<file path="src/design/modular_exponentiation_core_macros.svh">
// Assertion macros for the modular exponentiation core.
`ifndef MODULAR_EXPONENTIATION_CORE_MACROS_SVH
`define MODULAR_EXPONENTIATION_CORE_MACROS_SVH

// Same-cycle implication, sampled on clk, off during rst.
`define MEXP_ASSERT_NOW(label, ante, cons, msg) \
  label: assert property (@(posedge clk) disable iff (rst) (ante) |-> (cons)) \
    else $error(msg);

// Next-cycle implication, sampled on clk, off during rst.
`define MEXP_ASSERT_NEXT(label, ante, cons, msg) \
  label: assert property (@(posedge clk) disable iff (rst) (ante) |=> (cons)) \
    else $error(msg);

`endif

</file>
<file path="src/design/mexp_pkg.sv">
package mexp_pkg;

  localparam int OPERAND_WIDTH_DEF = 63;

  // Status of the shared modular multiplier.
  typedef struct packed {
    logic busy;
    logic done;
  } mul_stat_t;

endpackage

</file>
<file path="src/design/mexp_mulmod.sv">
// Shift-add modular multiplier: res = (a * b) mod m, one bit of b per cycle,
// MSB first. Needs a < m, or a = m = 1.
module mexp_mulmod #(
  parameter int OPERAND_WIDTH = mexp_pkg::OPERAND_WIDTH_DEF
) (
  input  logic                     clk,
  input  logic                     rst,
  input  logic                     go,
  input  logic [OPERAND_WIDTH-1:0] a,
  input  logic [OPERAND_WIDTH-1:0] b,
  input  logic [OPERAND_WIDTH-1:0] m,
  output logic [OPERAND_WIDTH-1:0] res,
  output mexp_pkg::mul_stat_t      stat
);

  localparam int CW = $clog2(OPERAND_WIDTH);

  logic [OPERAND_WIDTH-1:0] acc;
  logic [OPERAND_WIDTH-1:0] a_r;
  logic [OPERAND_WIDTH-1:0] b_r;
  logic [OPERAND_WIDTH-1:0] m_r;
  logic [CW-1:0]            cnt;
  logic                     busy;
  logic                     done;

  logic [OPERAND_WIDTH:0]   dbl;
  logic [OPERAND_WIDTH:0]   red1;
  logic [OPERAND_WIDTH:0]   sum;
  logic [OPERAND_WIDTH:0]   red2;
  logic [OPERAND_WIDTH-1:0] acc_next;

  always_comb begin
    dbl  = {acc, 1'b0};
    red1 = (dbl >= {1'b0, m_r}) ? dbl - {1'b0, m_r} : dbl;
    sum  = {1'b0, red1[OPERAND_WIDTH-1:0]} + {1'b0, a_r};
    red2 = (sum >= {1'b0, m_r}) ? sum - {1'b0, m_r} : sum;
    acc_next = b_r[OPERAND_WIDTH-1] ? red2[OPERAND_WIDTH-1:0]
                                    : red1[OPERAND_WIDTH-1:0];
  end

  always_ff @(posedge clk) begin
    if (rst) begin
      busy <= 1'b0;
      done <= 1'b0;
    end else begin
      done <= 1'b0;
      if (go) begin
        busy <= 1'b1;
        cnt  <= CW'(OPERAND_WIDTH - 1);
      end else if (busy) begin
        cnt <= cnt - 1'b1;
        if (cnt == '0) begin
          busy <= 1'b0;
          done <= 1'b1;
        end
      end
    end
  end

  always_ff @(posedge clk) begin
    if (go) begin
      acc <= '0;
      a_r <= a;
      b_r <= b;
      m_r <= m;
    end else if (busy) begin
      acc <= acc_next;
      b_r <= {b_r[OPERAND_WIDTH-2:0], 1'b0};
    end
  end

  assign res       = acc;
  assign stat.busy = busy;
  assign stat.done = done;

endmodule

</file>
<file path="src/design/modular_exponentiation_core.sv">
// Modular exponentiation core: power_result = base^exponent mod m.
// Input: drive base, exponent, modulus and use_default_modulus with start
// high; the word is taken at the edge where start is high and busy is low.
// use_default_modulus selects m = 2^OPERAND_WIDTH - 1 instead of modulus.
// Output: power_result is valid for the single cycle in which done is high;
// the receiver must take it then, there is no way to hold it.
// A zero exponent or a zero modulus answers in the cycle after the word is
// taken. Otherwise the shared shift-add multiplier runs one modular product
// after another: one reduction of base, one square per exponent bit below
// the top set bit, and one multiply per set bit.
// Throughput: one word at a time; busy is high for the whole computation,
// but stays low on the zero-exponent and zero-modulus path.
// A new word may be started in the cycle done is high.
// Reset: rst (synchronous) returns the sequencer to idle and drops busy and
// done; a computation in flight is lost.
module modular_exponentiation_core #(
  parameter int OPERAND_WIDTH = mexp_pkg::OPERAND_WIDTH_DEF
) (
  input  logic                     clk,
  input  logic                     rst,
  input  logic                     start,
  output logic                     busy,
  input  logic [OPERAND_WIDTH-1:0] base,
  input  logic [OPERAND_WIDTH-1:0] exponent,
  input  logic [OPERAND_WIDTH-1:0] modulus,
  input  logic                     use_default_modulus,
  output logic [OPERAND_WIDTH-1:0] power_result,
  output logic                     done
);

  `include "modular_exponentiation_core_macros.svh"

  // Sequencer codes: RED reduces base mod m, MUL folds sq into acc,
  // SQR squares sq.
  localparam logic [1:0] S_IDLE = 2'd0;
  localparam logic [1:0] S_RED  = 2'd1;
  localparam logic [1:0] S_MUL  = 2'd2;
  localparam logic [1:0] S_SQR  = 2'd3;

  localparam logic [OPERAND_WIDTH-1:0] ONE = OPERAND_WIDTH'(1);

  logic [1:0]               state;
  logic [1:0]               state_next;
  logic [OPERAND_WIDTH-1:0] exp_r;
  logic [OPERAND_WIDTH-1:0] exp_next;
  logic [OPERAND_WIDTH-1:0] m_r;
  logic [OPERAND_WIDTH-1:0] sq;
  logic [OPERAND_WIDTH-1:0] sq_next;
  logic [OPERAND_WIDTH-1:0] acc;
  logic [OPERAND_WIDTH-1:0] acc_next;

  logic [OPERAND_WIDTH-1:0] m_sel;
  logic                     accept;
  logic                     exp_bit;
  logic                     finish;

  logic                     unit_go;
  logic [OPERAND_WIDTH-1:0] unit_a;
  logic [OPERAND_WIDTH-1:0] unit_b;
  logic [OPERAND_WIDTH-1:0] unit_m;
  logic [OPERAND_WIDTH-1:0] unit_res;
  mexp_pkg::mul_stat_t      unit_stat;

  assign m_sel  = use_default_modulus ? {OPERAND_WIDTH{1'b1}} : modulus;
  assign accept = start && (state == S_IDLE);
  assign busy   = (state != S_IDLE);
  assign unit_m = (state == S_IDLE) ? m_sel : m_r;

  // Next operation of the shared multiplier, launched on an accepted word or chosen as the last one ends.
  always_comb begin
    state_next = state;
    exp_next   = exp_r;
    sq_next    = sq;
    acc_next   = acc;
    finish     = 1'b0;
    unit_go    = 1'b0;
    unit_a     = unit_res;
    unit_b     = unit_res;
    exp_bit    = (state == S_SQR) ? exp_r[1] : exp_r[0];
    case (state)
      S_IDLE: begin
        if (accept && (exponent != '0) && (m_sel != '0)) begin
          unit_go    = 1'b1;
          unit_a     = ONE;
          unit_b     = base;
          state_next = S_RED;
        end
      end
      S_RED, S_SQR: begin
        if (unit_stat.done) begin
          sq_next = unit_res;
          if (state == S_SQR) begin
            exp_next = exp_r >> 1;
          end
          unit_go = 1'b1;
          if (exp_bit) begin
            unit_a     = acc;
            state_next = S_MUL;
          end else begin
            state_next = S_SQR;
          end
        end
      end
      S_MUL: begin
        if (unit_stat.done) begin
          acc_next = unit_res;
          if (exp_r[OPERAND_WIDTH-1:1] == '0) begin
            finish     = 1'b1;
            state_next = S_IDLE;
          end else begin
            unit_go    = 1'b1;
            unit_a     = sq;
            unit_b     = sq;
            state_next = S_SQR;
          end
        end
      end
      default: begin
        state_next = S_IDLE;
      end
    endcase
  end

  mexp_mulmod #(
    .OPERAND_WIDTH(OPERAND_WIDTH)
  ) u_mulmod (
    .clk  (clk),
    .rst  (rst),
    .go   (unit_go),
    .a    (unit_a),
    .b    (unit_b),
    .m    (unit_m),
    .res  (unit_res),
    .stat (unit_stat)
  );

  always_ff @(posedge clk) begin
    if (rst) begin
      state <= S_IDLE;
      done  <= 1'b0;
    end else begin
      state <= state_next;
      done  <= finish || (accept && ((exponent == '0) || (m_sel == '0)));
    end
  end

  // Datapath; a modulus of one leaves acc at zero from the start.
  always_ff @(posedge clk) begin
    if (accept) begin
      exp_r <= exponent;
      m_r   <= m_sel;
      acc   <= (m_sel == ONE) ? '0 : ONE;
      if (exponent == '0) begin
        power_result <= ONE;
      end else if (m_sel == '0) begin
        power_result <= '0;
      end
    end else begin
      exp_r <= exp_next;
      acc   <= acc_next;
    end
    sq <= sq_next;
    if (finish) begin
      power_result <= unit_res;
    end
  end

  `MEXP_ASSERT_NEXT(a_zero_exp, start && !busy && (exponent == '0), done && (power_result == ONE), "zero exponent must answer 1 next cycle")
  `MEXP_ASSERT_NOW(a_unit_free, unit_go, !unit_stat.busy, "multiplier launched while busy")
  `MEXP_ASSERT_NOW(a_exp_live, busy, exp_r != '0, "exponent exhausted while running")
  `MEXP_ASSERT_NOW(a_unit_idle, !busy, !unit_stat.busy, "multiplier running while sequencer idle")

endmodule
</file>
<file path="config.mk">
export PLATFORM = sky130hd
export DESIGN_NAME = modular_exponentiation_core
export DESIGN_NICKNAME = d
export VERILOG_FILES = /design/src/design/mexp_pkg.sv /design/src/design/mexp_mulmod.sv /design/src/design/modular_exponentiation_core.sv
export VERILOG_INCLUDE_DIRS = /design/src /design/src/design
export SDC_FILE = /design/constraint.sdc
export NUM_CORES = 2
export LEC_CHECK = 0
export BUFFER_PORTS_ARGS = -buffer_cell sky130_fd_sc_hd__buf_2
export CAP_MARGIN = 20
export CORE_UTILIZATION = 30
export DETAILED_ROUTE_END_ITERATION = 7
export PLACE_DENSITY = 0.49
export SLEW_MARGIN = 20
export SYNTH_ARGS = -nofsm -noshare
export SYNTH_HDL_FRONTEND = slang
export SYNTH_SLANG_ARGS = --single-unit
</file>
<file path="constraint.sdc">
create_clock -name clk -period 8.7 [get_ports clk]
set_clock_uncertainty 0.05 [all_clocks]
set_input_delay 0.87 -clock clk [delete_from_list [all_inputs] [get_ports clk]]
set_output_delay 0.87 -clock clk [all_outputs]
set_load 0.1 [all_outputs]
</file>
==> metrics <==
total grt overflow=0; chip height=approximately 360 um; Yosys Warn Count=0; Setup CP Type=flip-flop to flip-flop; Final TNS setup=0 ns; minimum clock period=around 8.4 ns; Hold-fix buffers, CTS=0; CTS tree=yes; Hold Path Class=input port to flip-flop; Worst-Margin Slew=1.049 ns; Num CTS Buffers=74; Worst slew margin=between 30 and 40%; initial antenna violation count=26; Net count, final=about 5,300; Mean Syn Cell Area=around 9 sq um; DRT iter0 DRCs=3,608; die area=about 0.13 sq mm; Area growth syn-to-layout=27.32%; Initial Util=a little over 30%; FILL cells=12,780; Die X=358.2 um; Post-Syn Instances=4,157; Unique masters post-synth=94; Async SR Flop Fraction=0%; Detailed Route WL=roughly 150,000 um; syn nets=4,544; max-slew violations=0; final setup fails=0; Top FF cell, synth=edfxtp_1; Worst-Skew Late Latency=0.70 ns; #FFs+latches synth=around 580; slowest CP cell=a221o_2; Max-Cap Viols=0; DRT Pass-1 Iters=8; PortBufs=about 260; clock sink count=578; DR vias=35,030; Tcrit/Tclk final=a little under 100%; Total GRT Usage=22.76%; share of cells above drive strength 1=26.31%; sequential area share after synthesis=43.81%; Setup crit start kind=flip-flop; I/O Pins=258; Worst EP arrival=8.90 ns; status=finished, final reports clean; number of enable flip-flop cells after synthesis=510; DP HPWL=113,300 um; site row count=130; Max clock buf depth=3; Final Hold Violating Endpoints=0; total core area=approximately 0.13 sq mm; clk root buf=clkbuf_16; DR vias/cell=5.282; DRT antenna net count=0; H-tree depth=3; number of global-route vias before repair=33,340; Crit path largest cell delay=approximately 0.42 ns; DR WL/cell=22.44 um; Reg clk slew, reported paths=0.06 ns; Residual DRC=0; Synth Cell Area=0.03806 sq mm; first-pass GRT wire length=216,700 um; GPL Wtd Cong=0.9435; largest net degree at the start of global routing=95; CP required=9.22 ns; Setup crit end kind=flip-flop; most used cell along the critical path=buf_4; Achievable Freq=119.3 MHz; critical path fanouts, max=6
state kept, by name, summed over array words and instances (netlist names), 63 cells and up:
register      cells
acc              63
exp_r            63
m_r              63
power_result     63
sq               63
u_mulmod.a_r     63
u_mulmod.b_r     63
u_mulmod.m_r     63
u_mulmod.res     63
worst max-delay path, delay by kind of cell (launching register included):
family	cells	cell delay (ns)
DFF	1	0.38
muxes	1	0.24
adders and majority gates	3	0.83
buffers and inverters	6	1.02
AOI/OAI and AO/OA	19	3.94
xor gates and xnor gates	2	0.41
and+or+nand+nor	7	1.40
area by class of cell:
type	instances	area, sq um	area share [%]
diodes	9	22.52	0.04648
clock buffers	93	1986	4.098
clock inverters	41	375.4	0.7746
inverters	139	536.8	1.108
multi-input cells	3186	20360	42.02
flip-flops and latches	578	16680	34.43
well taps	1650	2064	4.260
repair buffers	935	6431	13.27
layout by cell type (no fill, tap or decap), types with 19 or more instances in the layout:
cell type | Yosys | routed
nor2b_1 | 21 | 20
or2_2 | 69 | 69
dfxtp_1 | 68 | 65
nor2_1 | 241 | 235
nand4_1 | 67 | 67
o21ai_0 | 174 | 160
o21bai_1 | 43 | 42
o21a_1 | 24 | 24
and3_1 | 20 | 19
a221oi_1 | 65 | 65
nor3_1 | 48 | 45
a21o_1 | 114 | 113
and2_1 | 132 | 128
a211oi_1 | 38 | 33
ha_1 | 191 | 185
clkbuf_16 | 0 | 76
a221o_1 | 60 | 60
mux2_2 | 72 | 72
inv_1 | 135 | 131
buf_4 | 2 | 669
o211ai_1 | 65 | 65
xnor2_1 | 103 | 96
a21oi_1 | 408 | 392
edfxtp_1 | 510 | 510
nand3_1 | 55 | 54
nor4_1 | 57 | 54
buf_2 | 31 | 257
nand2_1 | 780 | 774
xor2_1 | 72 | 71
Yosys cell counts (10+ instances only):
cell | instances | area [sq um]
a211oi_1 | 38 | 285.3
nand2b_1 | 19 | 118.9
a21o_1 | 114 | 855.8
or2_2 | 69 | 431.7
nor2_1 | 241 | 904.6
nand3_1 | 55 | 275.3
a31oi_1 | 20 | 125.1
xor2_1 | 72 | 630.6
mux2i_1 | 15 | 150.1
a221oi_1 | 65 | 569.3
nor4_1 | 57 | 356.6
inv_1 | 135 | 506.7
a221o_1 | 60 | 600.6
clkbuf_1 | 206 | 773.2
a211o_1 | 12 | 105.1
dfxtp_1 | 68 | 1361
o21a_1 | 24 | 180.2
nand2_1 | 780 | 2928
and2_1 | 132 | 825.8
nor3_1 | 48 | 240.2
buf_1 | 11 | 41.29
buf_2 | 31 | 155.2
a21oi_1 | 408 | 2042
o211ai_1 | 65 | 488.0
nor2b_1 | 21 | 131.4
o31ai_1 | 13 | 97.59
o21ai_0 | 174 | 870.8
xnor2_1 | 103 | 902.1
o21bai_1 | 43 | 322.8
o22ai_1 | 18 | 112.6
a21boi_0 | 10 | 75.07
ha_1 | 191 | 2390
a22oi_1 | 10 | 75.07
edfxtp_1 | 510 | 15310
or3_1 | 11 | 68.82
and3_1 | 20 | 125.1
nand4_1 | 67 | 419.2
mux2_2 | 72 | 810.8
metal layers:
| metal | vias up | routed length, um | GRT usage, % |
|---|---|---|---|
| met3 | 168 | 9877 | 3.751 |
| met5 | - | 168 | 0 |
| li1 | 16810 | - | - |
| met1 | 16860 | 72000 | 33.54 |
| met2 | 1169 | 64010 | 34.45 |
| met4 | 24 | 2735 | 5.362 |
per-stage QoR:
| step | hold WS [ns] | setup WS, ns | std cells | instance area (sq um) | util [%] |
|---|---|---|---|---|---|
| after global routing | 0.3793 | -0.001277 | 6629 | 48450 | 38.54 |
| after CTS | 0.3460 | 0.005102 | 6616 | 47990 | 38.17 |
| final | 0.4092 | 0.3160 | 6631 | 48460 | 38.54 |
| after global placement | 0.4470 | -0.5560 | 6481 | 45580 | 36.25 |
| after detailed placement | 0.4496 | -0.4819 | 6481 | 45580 | 36.25 |
| after floorplan | 0.3849 | 0.8958 | 4157 | 38060 | - |
cell families (layout without fill, tap and decap cells):
logic type / count (synthesis) / after routing / synth area share [%]
and+or+nand+nor: 1543 / 1543 / 18.43
AOI/OAI and AO/OA: 1187 / 1187 / 20.76
DFF: 578 / 578 / 43.81
buffers and inverters: 393 / 1208 / 4.011
adders and majority gates: 194 / 194 / 6.437
xor gates and xnor gates: 175 / 175 / 4.027
muxes: 87 / 87 / 2.525
other: 0 / 9 / 0
path summary, 6_finish.rpt:
kind	start	to	slack, ns	depth (start not counted)
min reg2reg	m_r[46]	u_mulmod.m_r[46]	0.46	2
min	rst	state[0]	0.41	2
max reg2reg	u_mulmod.m_r[1]	u_mulmod.res[42]	0.32	38
max	u_mulmod.m_r[1]	u_mulmod.res[42]	0.32	38
repair_timing:
item / 4_1_cts / 5_1_grt
endpoints found under the setup margin: 62 / 63
pin swaps: 0 / 28
cloned: 0 / 0
gates resized for setup: 12 / 93
buffers inserted: 1 / 6
Power is not shown: default switching activity piles up to over one toggle a cycle in this logic, so the estimate is an artifact.
